### config.mk
export PLATFORM = sky130hd
export DESIGN_NAME = owsl_outq
export DESIGN_NICKNAME = d
export VERILOG_FILES = /design/src/rtl/owsl_pkg.sv /design/src/rtl/owsl_outq.sv
export SDC_FILE = /design/constraint.sdc
export NUM_CORES = 1
export LEC_CHECK = 0
export BUFFER_PORTS_ARGS = -buffer_cell sky130_fd_sc_hd__clkbuf_2
export CORE_MARGIN = 1.5
export CORE_UTILIZATION = 40
export CTS_BUF_LIST = sky130_fd_sc_hd__clkbuf_8 sky130_fd_sc_hd__clkbuf_16
export CTS_CLUSTER_SIZE = 20
export DETAILED_ROUTE_END_ITERATION = 8
export GPL_TIMING_DRIVEN = 0
export HOLD_SLACK_MARGIN = 0.06
export PLACE_DENSITY = 0.81
export SETUP_SLACK_MARGIN = 0.1
export SYNTH_ARGS = -nofsm -noshare
export SYNTH_HDL_FRONTEND = slang
export SYNTH_SLANG_ARGS = --single-unit
### constraint.sdc
create_clock -name clk -period 7.4 [get_ports clk]
set_input_delay 0.37 -clock clk [delete_from_list [all_inputs] [get_ports clk]]
set_output_delay 0.37 -clock clk [all_outputs]
set_load 0.005 [all_outputs]
### src/rtl/owsl_pkg.sv
// ----------------------------------------------------------------------------
// owsl_pkg
// Shared types and constants for the overwrite-oldest statistics log.
// ----------------------------------------------------------------------------
package owsl_pkg;

	// operation codes carried in the op field of a request
	typedef enum logic [1:0] {
		OP_LOG   = 2'd0,
		OP_DRAIN = 2'd1,
		OP_CLEAR = 2'd2
	} owsl_op_t;

	typedef enum logic {
		ST_IDLE,
		ST_DRAIN
	} owsl_state_t;

	localparam logic [7:0] NOISE_MAX   = 8'hFF;
	localparam logic [6:0] MAX_RESULTS = 7'd64;

	typedef struct packed {
		logic [1:0]  op;
		logic [15:0] noise_raw;
		logic [15:0] bin_zero;
		logic [15:0] bin_one;
		logic [15:0] bin_two;
		logic [15:0] bin_three;
		logic [6:0]  max_count;
	} owsl_req_t;

	typedef struct packed {
		logic        valid_res;
		logic        last;
		logic [7:0]  noise_level;
		logic [15:0] out_bin_zero;
		logic [15:0] out_bin_one;
		logic [15:0] out_bin_two;
		logic [15:0] out_bin_three;
	} owsl_rsp_t;

	// one read slot handed from the sequencer to the output stage
	typedef struct packed {
		logic go;    // a result enters the read stage this cycle
		logic data;  // result carries a stored entry (else an empty-drain result)
		logic last;  // final result of the drain
	} owsl_issue_t;

endpackage

### src/rtl/owsl_outq.sv
// ----------------------------------------------------------------------------
// owsl_outq
// Output stage: tracks the RAM read stage and the result register, and
// builds result transactions from read data or empty-drain tokens.
// ----------------------------------------------------------------------------
module owsl_outq import owsl_pkg::*; (
	input  logic        clk,
	input  logic        arst_n,
	input  owsl_issue_t issue,
	input  logic [7:0]  rd_noise,
	input  logic [63:0] rd_bins,
	output logic        adv,
	output logic        rsp_valid,
	input  logic        rsp_stall,
	output owsl_rsp_t   rsp
);

	logic      vld_s1, data_s1, last_s1;
	logic      rsp_vld_q;
	owsl_rsp_t rsp_q;
	logic      s1_move;

	assign s1_move   = vld_s1 && (!rsp_vld_q || !rsp_stall);
	assign adv       = !vld_s1 || s1_move;
	assign rsp_valid = rsp_vld_q;
	assign rsp       = rsp_q;

	always_ff @(posedge clk or negedge arst_n) begin
		if (!arst_n) begin
			vld_s1    <= 1'b0;
			data_s1   <= 1'b0;
			last_s1   <= 1'b0;
			rsp_vld_q <= 1'b0;
		end else begin
			if (adv) begin
				vld_s1  <= issue.go;
				data_s1 <= issue.data;
				last_s1 <= issue.last;
			end
			if (s1_move) begin
				rsp_vld_q <= 1'b1;
			end else if (!rsp_stall) begin
				rsp_vld_q <= 1'b0;
			end
		end
	end

	always_ff @(posedge clk) begin
		if (s1_move) begin
			rsp_q.valid_res     <= data_s1;
			rsp_q.last          <= last_s1;
			rsp_q.noise_level   <= data_s1 ? rd_noise : '0;
			rsp_q.out_bin_zero  <= data_s1 ? rd_bins[15:0] : '0;
			rsp_q.out_bin_one   <= data_s1 ? rd_bins[31:16] : '0;
			rsp_q.out_bin_two   <= data_s1 ? rd_bins[47:32] : '0;
			rsp_q.out_bin_three <= data_s1 ? rd_bins[63:48] : '0;
		end
	end

	a_issue_has_room: assert property (@(posedge clk) disable iff (!arst_n)
		issue.go |-> adv)
		else $error("read issued into a full stage");

	a_empty_is_last: assert property (@(posedge clk) disable iff (!arst_n)
		vld_s1 && !data_s1 |-> last_s1)
		else $error("empty-drain result not marked last");

endmodule
==> flow_metrics.py <==
metrics = {
    "status": {
        "status": "finished clean",
    },
    "cts": {
        "tritoncts": "built",
        "htree_levels": 3,
        "cts-buffers-inserted": 9,
        "cts_resized": 0,
        "cts_sinks": 78,
        "clockBufferDepth": 2,
        "clk_pin_slew_ns": 0.08,
        "root_buffer": "clkbuf_8",
        "clk_latency_ns": 0.34,
    },
    "logic_synthesis": {
        "synthTopCellsByArea": "edfxtp_1 78%, and2_1 16%, dfrtp_1 3.5%",
        "yosysMostFrequentCell": "edfxtp_1",
        "ys.warnings.count": 0,
        "avgSynthCellArea_um2": 17.57,
        "synth-async-reset-ratio": 0.05128,
        "ys_ff_latch": 78,
        "synth-edff-count": 74,
        "ys_seq_area_frac": 0.8108,
        "synth_commonest_cells": "74 x edfxtp_1, 72 x and2_1, 7 x clkbuf_2",
        "yosys.area.top_type": "edfxtp_1",
        "synthCells": 163,
        "synthDominantCellAreaShare": 0.7759,
        "synthFlopType": "edfxtp_1",
        "yosysUniqueCellTypes": 9,
        "syn_area_um2": 2864,
        "synth_fp_nets": 241,
    },
    "sta": {
        "holdWs_ns": 0.2280,
        "drv_slew": 0,
        "finClkSkew_ns": 0.007718,
        "setup_violations": 0,
        "fmax_mhz": 571.8,
        "fin_crit_sh": 0.2363,
        "maxSlewHeadroom": 0.4375,
        "rsz0062_at_grt": "no",
        "min_period_ns": 1.749,
        "worst_pin_slew_ns": 0.8416,
        "timing.setup.tns_ns": 0,
        "hold_viol_final": 0,
    },
    "detailed_routing": {
        "drt_wl_total_mm": 5.598,
        "vias_per_cell": 4.285,
        "route.antenna.remaining_nets": 0,
        "vias": 1847,
        "first_pass_iters": 4,
        "route.detailed.drc": 0,
        "drt_first_iter_violations": 70,
        "wl_per_cell_um": 12.99,
    },
    "critical_path": {
        "path_max_fanout": 32,
        "crit_required_ns": 7.44,
        "critPathArrivalTime_ns": 1.78,
        "crit_type": "reg -> reg",
        "reg2reg_depth": 2,
        "cp-end-kind": "flip-flop",
        "reg2reg_setup_slack_ns": 5.65,
        "rr_endpoint": "rsp[6]",
        "worst_setup_path_start_kind": "flip-flop",
        "r2r_start": "rsp_valid",
        "crit_start": "rsp_valid",
    },
    "floorplanning": {
        "fp.dieArea_um2": 7676,
        "core_um2": 6869,
        "num_rows": 30,
        "dieWidth_um": 87.62,
        "pin_count": 154,
        "die-height_um": 87.62,
        "start_util": 0.4169,
    },
    "finish": {
        "fin_cells": 431,
        "area_growth_pct": 39.45,
        "final_util": 0.5814,
        "diodes": 0,
        "layout-drive-gt1-share": 0.5373,
        "nets": 408,
    },
    "grt": {
        "antenna_found_initial": 0,
        "grt_pass1_vias": 1881,
        "grt_start_max_net_pins": 33,
        "grtUsageTotal": 0.1506,
        "grt_pass1_wl_mm": 8.473,
        "grt_overflow": 0,
    },
    "min_path": {
        "whs_endpoint": "vld_s1",
        "min_delay_path_depth": 2,
        "holdCritPathClass": "in -> reg",
        "worstHoldStart": "issue[2]",
    },
    "power": {
        "p_per_area_nw_per_um2": 234.0,
        "total_power_w": 0.0009346,
        "power_leakage_nw": 1.774,
        "max-vdd-ir-drop_mv": 0.1167,
    },
    "placed_design": {
        "globalplace.congestion": 0.6407,
        "dp_hpwl_mm": 4.230,
        "io_buffers": 153,
        "dp_cells": 414,
    },
    "job": {
        "maxCapViolations": 0,
    },
}
-- per-stage QoR --
step | setup WS, ns | cell area [um2]
final | 5.651 | 3994
after floorplan | 0.9710 | 2864
after global routing | 5.544 | 3994
after detailed placement | 5.569 | 3809
after CTS | 5.631 | 3994
after global placement | -0.8130 | 3750
-- metal layers --
metal  vias to the layer above  GRT usage  wire, um
met5                         -          0         0
met4                         0    0.05483        77
met3                        10    0.06692       498
met2                        89     0.2727      2884
met1                       846     0.1531      2137
li1                        902          -         -
-- flip-flops by register name (all words and copies together), names as in the netlist --
signal / cells
data_s1: 1
last_s1: 1
rsp: 74
rsp_valid: 1
vld_s1: 1
-- cells by family (layout without fill, tap and decap cells) --
| group | Yosys count | count (layout) | synth area share |
|---|---|---|---|
| AOI/OAI and AO/OA | 2 | 2 | 0.005681 |
| DFF | 78 | 78 | 0.8108 |
| muxes | 2 | 2 | 0.007863 |
| and+or+nand+nor | 74 | 74 | 0.1634 |
| buffers and inverters | 7 | 179 | 0.01223 |
-- power by group --
group	total, W	switching, W	internal (W)	leakage (nW)
clock	0.000277	0.000155	0.000122	0.0793
sequential	0.000545	0.0000124	0.000532	0.777
combinational	0.000113	0.0000532	0.0000601	0.917
-- critical path, cell delays in order, from the launching register on --
cell and delay (ns):
dfrtp_1 0.45, a21boi_4 0.70, buf_12 0.29
-- cell type report --
| class | count | area [um2] |
|---|---|---|
| Fill cell | 584 | 2875 |
| Multi-Input combinational cell | 78 | 518.0 |
| Buffer | 7 | 35.03 |
| Clock buffer | 9 | 123.9 |
| Clock inverter | 7 | 51.30 |
| Tap cell | 96 | 120.1 |
| Sequential cell | 78 | 2322 |
| Timing Repair Buffer | 156 | 823.3 |
-- worst max-delay path by stage --
| stage | end | slack [ns] | cells after the start |
|---|---|---|---|
| floorplan | rsp[0] | 0.97 | 1 |
| global placement | rsp[54] | -0.81 | 1 |
| detailed placement | rsp[5] | 5.57 | 3 |
| CTS | rsp[44] | 5.63 | 2 |
| global route | rsp[44] | 5.54 | 2 |
| finish | rsp[6] | 5.65 | 2 |
-- timing repair --
item                                   in CTS  in global routing
setup buffers                               0                  0
endpoints found under the hold margin       4                  0
hold buffers                                1                  0
-- cells in the final DEF (no fill, tap or decap) --
master | Yosys | final
mux2_1 | 2 | 2
inv_1 | 0 | 1
inv_6 | 0 | 1
nand3_2 | 1 | 1
a21boi_4 | 0 | 1
clkinvlp_4 | 0 | 4
or2b_1 | 1 | 1
dfrtp_1 | 4 | 4
dlygate4sd3_1 | 0 | 1
and2_1 | 72 | 72
buf_12 | 0 | 1
clkbuf_8 | 0 | 9
edfxtp_1 | 74 | 74
buf_16 | 0 | 1
a21o_2 | 1 | 1
clkbuf_2 | 7 | 160
clkinv_4 | 0 | 1
No activity file was read; power rests on OpenSTA's default activity.
