===== src/rtl/owsl_pkg.sv =====
// ----------------------------------------------------------------------------
// owsl_pkg
// Shared types and constants for the overwrite-oldest statistics log.
// ----------------------------------------------------------------------------
package owsl_pkg;

	// operation codes carried in the op field of a request
	typedef enum logic [1:0] {
		OP_LOG   = 2'd0,
		OP_DRAIN = 2'd1,
		OP_CLEAR = 2'd2
	} owsl_op_t;

	typedef enum logic {
		ST_IDLE,
		ST_DRAIN
	} owsl_state_t;

	localparam logic [7:0] NOISE_MAX   = 8'hFF;
	localparam logic [6:0] MAX_RESULTS = 7'd64;

	typedef struct packed {
		logic [1:0]  op;
		logic [15:0] noise_raw;
		logic [15:0] bin_zero;
		logic [15:0] bin_one;
		logic [15:0] bin_two;
		logic [15:0] bin_three;
		logic [6:0]  max_count;
	} owsl_req_t;

	typedef struct packed {
		logic        valid_res;
		logic        last;
		logic [7:0]  noise_level;
		logic [15:0] out_bin_zero;
		logic [15:0] out_bin_one;
		logic [15:0] out_bin_two;
		logic [15:0] out_bin_three;
	} owsl_rsp_t;

	// one read slot handed from the sequencer to the output stage
	typedef struct packed {
		logic go;    // a result enters the read stage this cycle
		logic data;  // result carries a stored entry (else an empty-drain result)
		logic last;  // final result of the drain
	} owsl_issue_t;

endpackage


===== src/rtl/owsl_ctrl.sv =====
// ----------------------------------------------------------------------------
// owsl_ctrl
// Ring pointers and drain sequencer: decodes requests, writes log entries,
// and issues one entry read per cycle while draining and the outq has room.
// ----------------------------------------------------------------------------
module owsl_ctrl import owsl_pkg::*; #(
	parameter int DEPTH = 256,
	parameter int PTR_W = $clog2(DEPTH)
) (
	input  logic             clk,
	input  logic             arst_n,
	input  logic             req_valid,
	output logic             req_stall,
	input  owsl_req_t        req,
	input  logic             adv,
	output logic             wr_en,
	output logic [PTR_W-1:0] wr_addr,
	output logic [7:0]       wr_noise,
	output logic [63:0]      wr_bins,
	output logic             rd_en,
	output logic [PTR_W-1:0] rd_addr,
	output owsl_issue_t      issue
);

	localparam int CMP_W = (PTR_W + 1 > 7) ? PTR_W + 1 : 7;

	owsl_state_t      state_q, state_d;
	logic [PTR_W-1:0] wp_q, wp_d, rp_q, rp_d;
	logic [6:0]       cnt_q, cnt_d;
	logic             accept;
	logic [CMP_W-1:0] held, lim, take;

	function automatic logic [PTR_W-1:0] ptr_next(input logic [PTR_W-1:0] p);
		return (p == PTR_W'(DEPTH - 1)) ? '0 : p + 1'b1;
	endfunction

	assign req_stall = (state_q != ST_IDLE);
	assign accept    = req_valid && !req_stall;

	// entries held, and how many this drain takes
	always_comb begin
		if (wp_q >= rp_q) begin
			held = CMP_W'(wp_q) - CMP_W'(rp_q);
		end else begin
			held = CMP_W'(wp_q) + CMP_W'(DEPTH) - CMP_W'(rp_q);
		end
		lim  = (req.max_count > MAX_RESULTS) ? CMP_W'(MAX_RESULTS) : CMP_W'(req.max_count);
		take = (held < lim) ? held : lim;
	end

	assign wr_addr  = wp_q;
	assign wr_noise = (req.noise_raw > 16'(NOISE_MAX)) ? NOISE_MAX : req.noise_raw[7:0];
	assign wr_bins  = {req.bin_three, req.bin_two, req.bin_one, req.bin_zero};
	assign rd_addr  = rp_q;
	assign rd_en    = issue.go && issue.data;

	always_ff @(posedge clk or negedge arst_n) begin
		if (!arst_n) begin
			state_q <= ST_IDLE;
			wp_q    <= '0;
			rp_q    <= '0;
			cnt_q   <= '0;
		end else begin
			state_q <= state_d;
			wp_q    <= wp_d;
			rp_q    <= rp_d;
			cnt_q   <= cnt_d;
		end
	end

	always_comb begin
		state_d = state_q;
		wp_d    = wp_q;
		rp_d    = rp_q;
		cnt_d   = cnt_q;
		wr_en   = 1'b0;
		issue   = '0;
		case (state_q)
			ST_IDLE: begin
				if (accept) begin
					case (req.op)
						OP_LOG: begin
							wr_en = 1'b1;
							wp_d  = ptr_next(wp_q);
							// full ring: drop the oldest entry
							if (ptr_next(wp_q) == rp_q) begin
								rp_d = ptr_next(rp_q);
							end
						end
						OP_DRAIN: begin
							cnt_d   = take[6:0];
							state_d = ST_DRAIN;
						end
						OP_CLEAR: begin
							wp_d = '0;
							rp_d = '0;
						end
						default: ;
					endcase
				end
			end
			ST_DRAIN: begin
				if (adv) begin
					issue.go = 1'b1;
					if (cnt_q == '0) begin
						// nothing to drain: one empty result
						issue.last = 1'b1;
						state_d    = ST_IDLE;
					end else begin
						issue.data = 1'b1;
						issue.last = (cnt_q == 7'd1);
						rp_d       = ptr_next(rp_q);
						cnt_d      = cnt_q - 7'd1;
						if (cnt_q == 7'd1) begin
							state_d = ST_IDLE;
						end
					end
				end
			end
			default: state_d = ST_IDLE;
		endcase
	end

	a_log_not_empty: assert property (@(posedge clk) disable iff (!arst_n)
		accept && req.op == OP_LOG |=> wp_q != rp_q)
		else $error("ring empty after a log");

	a_cnt_range: assert property (@(posedge clk) disable iff (!arst_n)
		cnt_q <= MAX_RESULTS)
		else $error("drain count above limit");

endmodule


===== config.mk =====
export PLATFORM = sky130hd
export DESIGN_NAME = owsl_ctrl
export DESIGN_NICKNAME = d
export VERILOG_FILES = /design/src/rtl/owsl_pkg.sv /design/src/rtl/owsl_ctrl.sv
export SDC_FILE = /design/constraint.sdc
export NUM_CORES = 1
export LEC_CHECK = 0
export BUFFER_PORTS_ARGS = -buffer_cell sky130_fd_sc_hd__buf_2
export CORE_AREA = 2 2 82 84
export DETAILED_ROUTE_END_ITERATION = 16
export DIE_AREA = 0 0 84 86
export GPL_TIMING_DRIVEN = 0
export HOLD_SLACK_MARGIN = 0.05
export PLACE_DENSITY = 0.86
export SKIP_CTS_REPAIR_TIMING = 1
export SLEW_MARGIN = 20
export SYNTH_ARGS = -nofsm -noshare
export SYNTH_HDL_FRONTEND = slang
export SYNTH_SLANG_ARGS = --single-unit

===== constraint.sdc =====
create_clock -name clk -period 6.7 [get_ports clk]
set_clock_uncertainty 0.2 [all_clocks]
set_input_delay 0.67 -clock clk [delete_from_list [all_inputs] [get_ports clk]]
set_output_delay 0.67 -clock clk [all_outputs]
set_load 0.01 [all_outputs]

==> metrics <==
status=completed; drt total wl=7.72 mm; warnings from Yosys=0; Die Y-Extent=86 um; fin crit share=59.7%; CTS Root Cell=clkbuf_8; total die area=7220 sq um; Final Slew Violations=0; Worst IR Drop VDD=0.000230 V; n_diodes=0; Pwr Density=340 nW/um^2; CP startpoint kind=register; GRT Overall Usage=19.8%; detailed-route DRC error count=0; layout cell share with drive strength beyond 1=45.4%; # fillers=566; Leakage=1.85 nW; Design Power=1.25 mW; setup TNS=0 ns; post-route ant nets=0; CP Max Fanout=8; critical path capture point type=register; initial core utilization=46.4%; final-report hold violation count=0; top cells by area, synth=dfrtp_1, buf_4, ha_1, nand2_1, o21ai_0; clock sink total=24; Relative slew margins=42.3%; vias=2981; Synth cell types=60; crit path DAT=3.96 ns; Final nets=598; CP max-delay cell=dfrtp_1; detailed placer's ending HPWL=6.39 mm; CTS clk-pin slew, worst paths=0.09 ns; DP Cell Count=558; area leader, netlist=dfrtp_1; initial antenna violation count=0; Rows=29; non-filler cells in the finished layout=562; Max-Cap Viols=0; CTS tree=done; worst slack, placed=2.72 ns; Mapped Area=2910 sq um; fmax=250 MHz; Pre-antenna DRT Iters=4; Async SR Flop Fraction=100%; vias in the first global route=2718; Yosys reg bits=24; Sw Share=47.1%; WS Path Type=reg -> reg; Clock Path Buffers=2; CP Cell Sequence=clkbuf_2, inv_1, ha_1, inv_1, fa_1, a21oi_1, o21ai_0, o21a_1, nor2_1, xnor2_1, ha_1, nand4_1, a311oi_1, nor2_1, o2111ai_2, mux2_2, a22o_1; max incr delay on CP=0.41 ns; sequential share of the synthesized area=20.6%; final setup vio count=0; IO Count=187; Die W=84 um; Vias/cell=5.30; H-tree depth=1; Congestion Overflow GR=0; total CTS buffers=3; Internal=0.663 mW; Hold Path Class=in -> async; Main synth FF type=dfrtp_1; pin count of the biggest net entering global routing=25; gpl congestion=0.864; Core Box Area=6280 sq um; Skew-Pair Late Insertion Delay=0.27 ns; Gate power share=68.0%; RSZ-0062 raised after global routing=no; crit path time final=4.00 ns; WL per Instance=13.7 um; Worst Path Required=6.67 ns; commonest non-fill, non-tap cell in the layout=buf_2; P_sw=0.591 mW; Hold Slack=0.181 ns; first-pass GRT wire length=12.1 mm; Synth Instances=360; port bufs=121; worst slew pin tran=0.858 ns; final setup margin=2.70 ns; Reg power frac=21.6%; net count after synthesis=472; Post-synth EDFFs=0; area growth from synthesis to layout=26.5%; clock power share=10.4%; DRC violation total after the first TritonRoute iteration=81; Mean Syn Cell Area=8.09 sq um; share of the synthesized area in the top cell type=20.6%; most frequent cells in the layout=buf_2, buf_4, nand2_1, inv_1, dfrtp_1
==> logic make-up after synthesis <==
| family | Yosys count | share of synthesized area [%] |
|---|---|---|
| flip-flops | 24 | 20.6 |
| multiplexers | 10 | 3.52 |
| AND/OR/NAND/NOR | 115 | 21.5 |
| buffers and inverters | 98 | 22.4 |
| XOR/XNOR | 12 | 3.61 |
| AO/OA/AOI/OAI | 82 | 20.0 |
| adder cells (fa/ha/maj) | 19 | 8.42 |
==> cells in the mapped netlist, types with 5 or more instances <==
cell	number
xnor2_1	8
nand2_1	28
nor2_1	16
nor3b_1	5
a31oi_1	6
or2_2	9
inv_1	24
nor2b_1	7
o2bb2ai_1	6
dfrtp_1	24
o21ai_0	21
ha_1	18
buf_4	64
mux2i_1	8
nor3_1	10
nand2b_1	5
a21oi_1	15
nand3_1	13
==> through the flow <==
step	utilization, %	instance area (sq um)
2_1_floorplan	-	2910
3_3_place_gp	57.6	3620
3_5_place_dp	57.6	3620
4_1_cts	58.7	3690
5_1_grt	58.7	3690
6_report	58.7	3690
==> worst paths after layout <==
check,from,to,slack [ns],cells past startpoint
worst max-delay path,wr_addr[0]$_DFFE_PN0P_,cnt_q[6]$_DFFE_PN0P_,2.70,17
worst min-delay path,arst_n,cnt_q[5]$_DFFE_PN0P_,0.18,1
worst max register to register,wr_addr[0]$_DFFE_PN0P_,cnt_q[6]$_DFFE_PN0P_,2.70,17
worst min register to register,cnt_q[6]$_DFFE_PN0P_,cnt_q[6]$_DFFE_PN0P_,0.32,1
max in group asynchronous,arst_n,rd_addr[3]$_DFFE_PN0P_,5.74,1
min in group clk,cnt_q[6]$_DFFE_PN0P_,cnt_q[6]$_DFFE_PN0P_,0.32,1
==> critical path: cells and delay by family (launching register included) <==
family,cells,cell delay [ns]
AND/OR/NAND/NOR,3,0.28
AO/OA/AOI/OAI,6,1.20
flip-flops,1,0.41
multiplexers,1,0.40
adder cells (fa/ha/maj),3,0.91
XOR/XNOR,1,0.11
buffers and inverters,3,0.39
==> state kept, by name, indices dropped and copies added, names as in the netlist <==
| register | count |
|---|---|
| wr_addr | 8 |
| req_stall | 1 |
| cnt_q | 7 |
| rd_addr | 8 |
==> routing by layer <==
metal  GRT usage, %  part of all wire [%]  vias to the layer above
met5              0                     0                        -
met4           5.57                   2.3                        0
met1           23.4                    39                     1371
met2           36.9                    51                      134
li1               -                     -                     1460
met3           3.18                   7.4                       16
==> area by class of cell <==
cell class,instances,area [sq um],share of cell area [%]
Clock inverter,1,30.0,0.814
Sequential cell,24,601,16.3
Buffer,74,563,15.3
Multi-Input combinational cell,238,1660,45.0
Clock buffer,3,41.3,1.12
Inverter,24,90.1,2.44
Timing Repair Buffer,121,606,16.4
Tap cell,77,96.3,2.61
==> power groups by stage <==
stage	Clock, mW	Combinational (mW)	Sequential (mW)
after global routing	0.137	0.948	0.280
after global placement	0	0.810	0.270
after CTS	0.131	0.851	0.268
after detailed placement	0	0.843	0.271
final	0.130	0.852	0.271
after floorplan	0	0.628	0.268
Note: power is estimated with default switching activity, not from simulation.
